==> src/hw/rtl/cram4_pkg.sv <==
`timescale 1ns / 1ps

package cram4_pkg;

  localparam int ENTRY_BITS  = 12;
  localparam int DET_BITS    = 50;
  localparam int IDX_BITS    = 3;
  localparam int DIM         = 4;
  localparam int BANK_DEPTH  = 5;
  localparam int ADDR_BITS   = 3;
  localparam int LOAD_BITS   = 5;
  localparam int TERM_BITS_W = 5;

  localparam logic [LOAD_BITS-1:0]   LAST_LOAD = 5'd19;
  localparam logic [TERM_BITS_W-1:0] LAST_TERM = 5'd23;
  localparam logic [IDX_BITS-1:0]    DET_A     = 3'd0;
  localparam logic [IDX_BITS-1:0]    LAST_DET  = 3'd4;
  localparam logic [ADDR_BITS-1:0]   RHS_SLOT  = 3'd4;

  // One permutation term of the 4x4 determinant: column used in each row, plus parity.
  typedef struct packed {
    logic                  odd;
    logic [0:DIM-1][1:0]   col;
  } perm_t;

  // Controller to datapath: bank write and one term read per cycle.
  typedef struct packed {
    logic                              wr_en;
    logic [1:0]                        wr_row;
    logic [ADDR_BITS-1:0]              wr_addr;
    logic                              rd_en;
    logic [DIM-1:0][ADDR_BITS-1:0]     rd_addr;
    logic                              rd_odd;
    logic                              rd_first;
    logic                              rd_last;
    logic [IDX_BITS-1:0]               det_idx;
  } cmd_t;

  typedef struct packed {
    logic solve_done;
  } status_t;

  function automatic perm_t perm_entry(input logic [TERM_BITS_W-1:0] idx);
    perm_t p;
    case (idx)
      5'd0:    p = '{odd: 1'b0, col: {2'd0, 2'd1, 2'd2, 2'd3}};
      5'd1:    p = '{odd: 1'b1, col: {2'd0, 2'd1, 2'd3, 2'd2}};
      5'd2:    p = '{odd: 1'b1, col: {2'd0, 2'd2, 2'd1, 2'd3}};
      5'd3:    p = '{odd: 1'b0, col: {2'd0, 2'd2, 2'd3, 2'd1}};
      5'd4:    p = '{odd: 1'b0, col: {2'd0, 2'd3, 2'd1, 2'd2}};
      5'd5:    p = '{odd: 1'b1, col: {2'd0, 2'd3, 2'd2, 2'd1}};
      5'd6:    p = '{odd: 1'b1, col: {2'd1, 2'd0, 2'd2, 2'd3}};
      5'd7:    p = '{odd: 1'b0, col: {2'd1, 2'd0, 2'd3, 2'd2}};
      5'd8:    p = '{odd: 1'b0, col: {2'd1, 2'd2, 2'd0, 2'd3}};
      5'd9:    p = '{odd: 1'b1, col: {2'd1, 2'd2, 2'd3, 2'd0}};
      5'd10:   p = '{odd: 1'b1, col: {2'd1, 2'd3, 2'd0, 2'd2}};
      5'd11:   p = '{odd: 1'b0, col: {2'd1, 2'd3, 2'd2, 2'd0}};
      5'd12:   p = '{odd: 1'b0, col: {2'd2, 2'd0, 2'd1, 2'd3}};
      5'd13:   p = '{odd: 1'b1, col: {2'd2, 2'd0, 2'd3, 2'd1}};
      5'd14:   p = '{odd: 1'b1, col: {2'd2, 2'd1, 2'd0, 2'd3}};
      5'd15:   p = '{odd: 1'b0, col: {2'd2, 2'd1, 2'd3, 2'd0}};
      5'd16:   p = '{odd: 1'b0, col: {2'd2, 2'd3, 2'd0, 2'd1}};
      5'd17:   p = '{odd: 1'b1, col: {2'd2, 2'd3, 2'd1, 2'd0}};
      5'd18:   p = '{odd: 1'b1, col: {2'd3, 2'd0, 2'd1, 2'd2}};
      5'd19:   p = '{odd: 1'b0, col: {2'd3, 2'd0, 2'd2, 2'd1}};
      5'd20:   p = '{odd: 1'b0, col: {2'd3, 2'd1, 2'd0, 2'd2}};
      5'd21:   p = '{odd: 1'b1, col: {2'd3, 2'd1, 2'd2, 2'd0}};
      5'd22:   p = '{odd: 1'b1, col: {2'd3, 2'd2, 2'd0, 2'd1}};
      5'd23:   p = '{odd: 1'b0, col: {2'd3, 2'd2, 2'd1, 2'd0}};
      default: p = '{odd: 1'b0, col: {2'd0, 2'd1, 2'd2, 2'd3}};
    endcase
    return p;
  endfunction

endpackage

==> src/hw/rtl/cram4_ctrl.sv <==
`timescale 1ns / 1ps

module cram4_ctrl (
  input  logic                clk,
  input  logic                rst,
  input  logic                start,
  output logic                busy,
  output cram4_pkg::cmd_t     cmd,
  input  cram4_pkg::status_t  status
);

  typedef enum logic [2:0] {
    ST_LOAD  = 3'b001,
    ST_RUN   = 3'b010,
    ST_DRAIN = 3'b100
  } state_t;

  state_t                                    state, state_next;
  logic [cram4_pkg::LOAD_BITS-1:0]           load_count;
  logic [cram4_pkg::TERM_BITS_W-1:0]         term;
  logic [cram4_pkg::IDX_BITS-1:0]            det;
  cram4_pkg::perm_t                          perm;
  logic                                      load_req;
  logic [cram4_pkg::ADDR_BITS-1:0]           col_addr;

  assign busy     = (state != ST_LOAD);
  assign load_req = start && (state == ST_LOAD);
  assign perm     = cram4_pkg::perm_entry(term);

  always_comb begin
    state_next = state;
    case (state)
      ST_LOAD: begin
        if (load_req && (load_count == cram4_pkg::LAST_LOAD)) state_next = ST_RUN;
      end
      ST_RUN: begin
        if ((term == cram4_pkg::LAST_TERM) && (det == cram4_pkg::LAST_DET)) begin
          state_next = ST_DRAIN;
        end
      end
      ST_DRAIN: begin
        if (status.solve_done) state_next = ST_LOAD;
      end
      default: state_next = ST_LOAD;
    endcase
  end

  always_ff @(posedge clk) begin
    if (rst) begin
      state      <= ST_LOAD;
      load_count <= '0;
      term       <= '0;
      det        <= '0;
    end else begin
      state <= state_next;
      if (load_req) begin
        if (load_count == cram4_pkg::LAST_LOAD) begin
          load_count <= '0;
          term       <= '0;
          det        <= '0;
        end else begin
          load_count <= load_count + 1'b1;
        end
      end
      if (state == ST_RUN) begin
        if (term == cram4_pkg::LAST_TERM) begin
          term <= '0;
          det  <= det + 1'b1;
        end else begin
          term <= term + 1'b1;
        end
      end
    end
  end

  // Matrix entries fill rows 0..3 at slots 0..3; the right-hand side lands in slot 4.
  always_comb begin
    cmd          = '0;
    cmd.wr_en    = load_req;
    cmd.wr_row   = load_count[4] ? load_count[1:0] : load_count[3:2];
    cmd.wr_addr  = load_count[4] ? cram4_pkg::RHS_SLOT : {1'b0, load_count[1:0]};
    cmd.rd_en    = (state == ST_RUN);
    cmd.rd_odd   = perm.odd;
    cmd.rd_first = (term == '0);
    cmd.rd_last  = (term == cram4_pkg::LAST_TERM);
    cmd.det_idx  = det;
    for (int r = 0; r < cram4_pkg::DIM; r++) begin
      col_addr = {1'b0, perm.col[r]};
      // Replace the chosen column by the right-hand side for numerators.
      if ((det != cram4_pkg::DET_A) && (col_addr == (det - 1'b1))) begin
        cmd.rd_addr[r] = cram4_pkg::RHS_SLOT;
      end else begin
        cmd.rd_addr[r] = col_addr;
      end
    end
  end

endmodule

==> src/hw/rtl/cram4_dp.sv <==
`timescale 1ns / 1ps

module cram4_dp #(
  parameter int ELEMENT_BITS = 12
) (
  input  logic                                  clk,
  input  logic                                  rst,
  input  logic [cram4_pkg::ENTRY_BITS-1:0]      entry_value,
  input  cram4_pkg::cmd_t                       cmd,
  output cram4_pkg::status_t                    status,
  output logic                                  result_valid,
  output logic [cram4_pkg::IDX_BITS-1:0]        result_index,
  output logic [cram4_pkg::DET_BITS-1:0]        det_value,
  output logic                                  singular,
  output logic                                  last
);

  localparam int PAIR_BITS = 2 * ELEMENT_BITS;
  localparam int PROD_BITS = 4 * ELEMENT_BITS;
  localparam int DIM       = cram4_pkg::DIM;
  localparam int DET_BITS  = cram4_pkg::DET_BITS;

  // One bank per row: four matrix entries and the row's right-hand side.
  logic signed [ELEMENT_BITS-1:0] bank_mem [DIM][cram4_pkg::BANK_DEPTH];
  logic signed [ELEMENT_BITS-1:0] s1_elem  [DIM];
  logic signed [PAIR_BITS-1:0]    s2_p01, s2_p23;
  logic signed [PROD_BITS-1:0]    s3_prod;
  logic signed [DET_BITS-1:0]     acc, acc_next, term_ext;
  logic                           sing_hold, acc_zero;

  typedef struct packed {
    logic                               vld;
    logic                               odd;
    logic                               first;
    logic                               lst;
    logic [cram4_pkg::IDX_BITS-1:0]     idx;
  } tag_t;

  tag_t s1_tag, s2_tag, s3_tag;

  always_ff @(posedge clk) begin
    for (int r = 0; r < DIM; r++) begin
      if (cmd.wr_en && (cmd.wr_row == r[1:0])) begin
        bank_mem[r][cmd.wr_addr] <= entry_value[ELEMENT_BITS-1:0];
      end
      s1_elem[r] <= bank_mem[r][cmd.rd_addr[r]];
    end
  end

  always_ff @(posedge clk) begin
    s2_p01  <= s1_elem[0] * s1_elem[1];
    s2_p23  <= s1_elem[2] * s1_elem[3];
    s3_prod <= s2_p01 * s2_p23;
  end

  always_ff @(posedge clk) begin
    if (rst) begin
      s1_tag <= '0;
      s2_tag <= '0;
      s3_tag <= '0;
    end else begin
      s1_tag <= '{vld: cmd.rd_en, odd: cmd.rd_odd, first: cmd.rd_first,
                  lst: cmd.rd_last, idx: cmd.det_idx};
      s2_tag <= s1_tag;
      s3_tag <= s2_tag;
    end
  end

  assign term_ext = {{(DET_BITS-PROD_BITS){s3_prod[PROD_BITS-1]}}, s3_prod};
  assign acc_next = (s3_tag.first ? '0 : acc) + (s3_tag.odd ? -term_ext : term_ext);
  assign acc_zero = (acc_next == '0);

  always_ff @(posedge clk) begin
    if (s3_tag.vld) acc <= acc_next;
    if (s3_tag.vld && s3_tag.lst && (s3_tag.idx == cram4_pkg::DET_A)) sing_hold <= acc_zero;
    if (s3_tag.vld && s3_tag.lst) begin
      det_value    <= acc_next;
      result_index <= s3_tag.idx;
      singular     <= (s3_tag.idx == cram4_pkg::DET_A) ? acc_zero : sing_hold;
      last         <= (s3_tag.idx == cram4_pkg::LAST_DET);
    end
  end

  always_ff @(posedge clk) begin
    if (rst) begin
      result_valid <= 1'b0;
    end else begin
      result_valid <= s3_tag.vld && s3_tag.lst;
    end
  end

  assign status.solve_done = result_valid && last;

endmodule

==> src/hw/rtl/cramer_4x4_integer_solver.sv <==
`timescale 1ns / 1ps

// Exact 4x4 determinant and Cramer numerators.
// Input: pulse start with entry_value while busy is low; each such cycle loads
// one value. Send 16 matrix entries row by row, then the 4 right-hand sides.
// Loads may arrive back to back.
// After the twentieth load busy rises. A single multiply-accumulate path walks
// the 24 permutation terms of each determinant, one term per cycle, through a
// bank read, two multiply stages and the accumulator.
// Output: five results, each shown for one cycle with result_valid high:
// det(A) first, then the numerators for x1..x4. singular is the same on all
// five; last marks the fifth. Each result appears once its determinant's last
// term has passed the accumulator; busy falls the cycle after the last result.
// The receiver cannot stall; results must be taken when shown.
// Reset returns the block to loading with the load count cleared and drops
// any solve in flight.
module cramer_4x4_integer_solver #(
  parameter int ELEMENT_BITS = 12
) (
  input  logic                                 clk,
  input  logic                                 rst,
  input  logic                                 start,
  output logic                                 busy,
  input  logic [cram4_pkg::ENTRY_BITS-1:0]     entry_value,
  output logic                                 result_valid,
  output logic [cram4_pkg::IDX_BITS-1:0]       result_index,
  output logic [cram4_pkg::DET_BITS-1:0]       det_value,
  output logic                                 singular,
  output logic                                 last
);

  cram4_pkg::cmd_t    cmd;
  cram4_pkg::status_t status;

  cram4_ctrl u_ctrl (
    .clk    (clk),
    .rst    (rst),
    .start  (start),
    .busy   (busy),
    .cmd    (cmd),
    .status (status)
  );

  cram4_dp #(
    .ELEMENT_BITS (ELEMENT_BITS)
  ) u_dp (
    .clk          (clk),
    .rst          (rst),
    .entry_value  (entry_value),
    .cmd          (cmd),
    .status       (status),
    .result_valid (result_valid),
    .result_index (result_index),
    .det_value    (det_value),
    .singular     (singular),
    .last         (last)
  );

endmodule

==> config.mk <==
export PLATFORM = sky130hd
export DESIGN_NAME = cramer_4x4_integer_solver
export DESIGN_NICKNAME = d
export VERILOG_FILES = /design/src/hw/rtl/cram4_pkg.sv /design/src/hw/rtl/cram4_ctrl.sv /design/src/hw/rtl/cram4_dp.sv /design/src/hw/rtl/cramer_4x4_integer_solver.sv
export SDC_FILE = /design/constraint.sdc
export NUM_CORES = 2
export LEC_CHECK = 0
export ABC_AREA = 1
export BUFFER_PORTS_ARGS = -buffer_cell sky130_fd_sc_hd__clkbuf_2
export CORE_MARGIN = 2
export CORE_UTILIZATION = 35
export DETAILED_ROUTE_END_ITERATION = 8
export SKIP_LAST_GASP = 1
export SLEW_MARGIN = 15
export SYNTH_ARGS = -nofsm -noshare
export SYNTH_HDL_FRONTEND = slang
export SYNTH_SLANG_ARGS = --single-unit
==> constraint.sdc <==
create_clock -name clk -period 13 [get_ports clk]
set_clock_uncertainty 0.2 [all_clocks]
set_input_delay 0 -clock clk [delete_from_list [all_inputs] [get_ports clk]]
set_output_delay 0 -clock clk [all_outputs]
set_load 0.01 [all_outputs]
==> metrics <==
gpl congestion=approximately 0.93; Synth area leader=fa_1; Crit-path slowest cell=dfxtp_1; cts repair resizes=0; Synth Area in Adders=around two fifths; max-slew violation count=0; Seq/Total Area, Yosys=around a quarter; main combinational cell family by area after synthesis=adder cells; r2r setup slk=~5300 ps; status=completed; gr ovfl total=0; Antenna Cells=0; flops & latches, synth=537; post-CTS setup buffers=0; commonest cells in the netlist=inv_1, nand2_1, fa_1; deepest clock path buffer count=3; cell count after synthesis=6587; Skew-Pair Late Insertion Delay=660 ps; DRC viols=0; Crit path max-delay family=adder cells; Synthesized Nets=7789; Crit Path Class=flip-flop to flip-flop; Hold Fails Final Rpt=0; simple-gate portion of the synthesized area=16.2%; core area=approximately 160000 um^2; top post-synthesis cells by area=fa_1, edfxtp_1, inv_1; row count=147; Hold Path Class=flip-flop to flip-flop; max_cap viols=0; mean post-synth cell area=around 8.6 um^2; H-tree levels=2; RSZ-0062 raised after global routing=false; Final Setup Violations=0; Die Span Y=just over 400 um; Pre-antenna DRT Iters=7; Vias=between 40000 and 50000; Slew @ Worst Pin=about 1200 ps; post-synthesis xor/xnor area fraction=under 10%; most common flop cell mapped by yosys=edfxtp_1; First DRT Iteration DRCs=approximately 2300; die area=164000 um^2; number of global-route vias before repair=about 43000; worst setup margin=~5300 ps; clk sinks=roughly 540; Top Ports=roughly 70; Worst Path Required=~13000 ps; Die Wd=slightly above 400 um; Crit Path Max Fanout=24; Post-synth ARST share=0%; Startpoint Class=flip-flop; Synth cell types=between 60 and 70; Post-synth EDFFs=roughly 350; Netlist Area Pre-Place=roughly 56000 um^2; Max Clock Freq=130 MHz; first-pass GRT wire length=about 230000 um; final wirelength=140000 um; Total GRT Usage=approximately 17%; Clock transition at path regs=~80 ps; CTS tree=yes; fin nets=7773; nature of the critical path endpoint=flip-flop; Routed Antenna Nets=0; crit path DAT=8040 ps; final hold slack=between 150 and 200 ps; compound-cell area share of the yosys netlist=under 10%; mux contribution to synthesized area=less than 1%; Most Frequent Cell on Critical Path=fa_1; initial antenna violation count=0; initial core utilization=between 30% and 40%; Vias/cell=roughly 4.6; HPWL Detailed=between 100000 and 150000 um; crit path time final=~7700 ps; most frequent cell after synthesis=inv_1; setup TNS=0 ps; Buffers on Ports=just over 70; TritonCTS buffer count=between 50 and 60; dpl ws=5330 ps; wire per inst=about 16 um; fin crit share=about three fifths; crit path cell chain=nand2_1 > inv_1 > fa_1 > fa_1 > inv_1 > fa_1 > inv_1 > fa_1 > fa_1 > fa_1 > fa_1 > ha_1 > nand2_1 > nor2_1 > inv_1 > nor4_1 > nand3_1 > o211ai_1 > xor2_1; Yosys Warn Count=0; Area growth syn-to-layout=8.26%; CTS root buf=clkbuf_16; top-area cell type share of the netlist area=roughly a third; Relative slew margins=~20%; layout cells sized above 1=4.15%; CP bufs+invs=4; CP max stage delay=~900 ps; largest net degree at the start of global routing=56
[sequential cells by signal (all words and copies together) (netlist names), 3 cells and up]
name,count
u_ctrl.det,3
u_ctrl.load_count,5
u_ctrl.perm,9
u_ctrl.state,3
u_ctrl.term,5
u_dp.acc,50
u_dp.bank_mem,240
u_dp.det_value,50
u_dp.result_index,3
u_dp.s1_elem,48
u_dp.s1_tag,7
u_dp.s2_p01,24
u_dp.s2_p23,24
u_dp.s2_tag,7
u_dp.s3_prod,48
u_dp.s3_tag,7
[layout make-up]
| class | count | area (um^2) |
|---|---|---|
| inverters | 1723 | 6470 |
| repair buffers | 118 | 746 |
| multi-input cells | 4134 | 35000 |
| flip-flops and latches | 537 | 14200 |
| clock inverters | 27 | 317 |
| fillers | 16300 | 99200 |
| well taps | 2160 | 2700 |
| clock buffers | 81 | 1620 |
[what timing repair did]
action | 4_1_cts | 5_1_grt
hold buffers | 15 | 0
endpoints found under the setup margin | 0 | 0
hold endpoints to repair | 274 | 0
[cell families after synthesis]
family,count (synthesis)
buffers and inverters,1916
adder cells (fa/ha/maj),1187
AND/OR/NAND/NOR,2290
flip-flops,537
AO/OA/AOI/OAI,487
XOR/XNOR,169
multiplexers,1
[per-layer routing]
metal / part of all wire [%] / vias up / global-route usage [%]
met1: 45 / 20000 / 23.2
met4: 2.9 / 0 / 4.98
met2: 48 / 865 / 29.8
met5: 0 / - / 0
met3: 4.6 / 221 / 2.16
li1: - / 19500 / -
[worst paths after layout]
check | startpoint | end | cells past startpoint
worst max-delay path | u_dp.s2_p01[23] | u_dp.s3_prod[42] | 19
worst min-delay path | u_dp.s2_tag[6] | u_dp.s3_tag[6] | 2
worst max register to register | u_dp.s2_p01[23] | u_dp.s3_prod[42] | 19
worst min register to register | u_dp.s2_tag[6] | u_dp.s3_tag[6] | 2
[tightest hold or removal path, delay by kind of cell (launching register included)]
kind | cells | cell delay (ps)
AND/OR/NAND/NOR | 1 | 30
flip-flops | 1 | 290
buffers and inverters | 1 | 40
[metrics by stage]
step           utilization (%)  area, um^2  std cells
2_1_floorplan                -       56400       6587
3_3_place_gp              36.8       58900       8656
3_5_place_dp              36.8       58900       8656
4_1_cts                   38.1       61000       8779
5_1_grt                   38.1       61000       8780
6_report                  38.1       61000       8780
[cell usage in the layout, fill, tap and decap left out, types with 20 or more instances in the layout]
cell type / instances
edfxtp_1: 346
a21oi_1: 149
inv_1: 1712
xnor2_1: 72
o21bai_1: 20
xor2_1: 97
clkbuf_2: 71
or2_2: 28
nor3_1: 21
o21ai_0: 167
dfxtp_1: 189
nand2_1: 1486
clkbuf_16: 60
nand3_1: 100
nor2_1: 556
nand4_1: 39
a31oi_1: 66
fa_1: 884
buf_4: 32
ha_1: 303
Power is not shown: default switching activity piles up to over one toggle a cycle in this logic, so the estimate is an artifact.
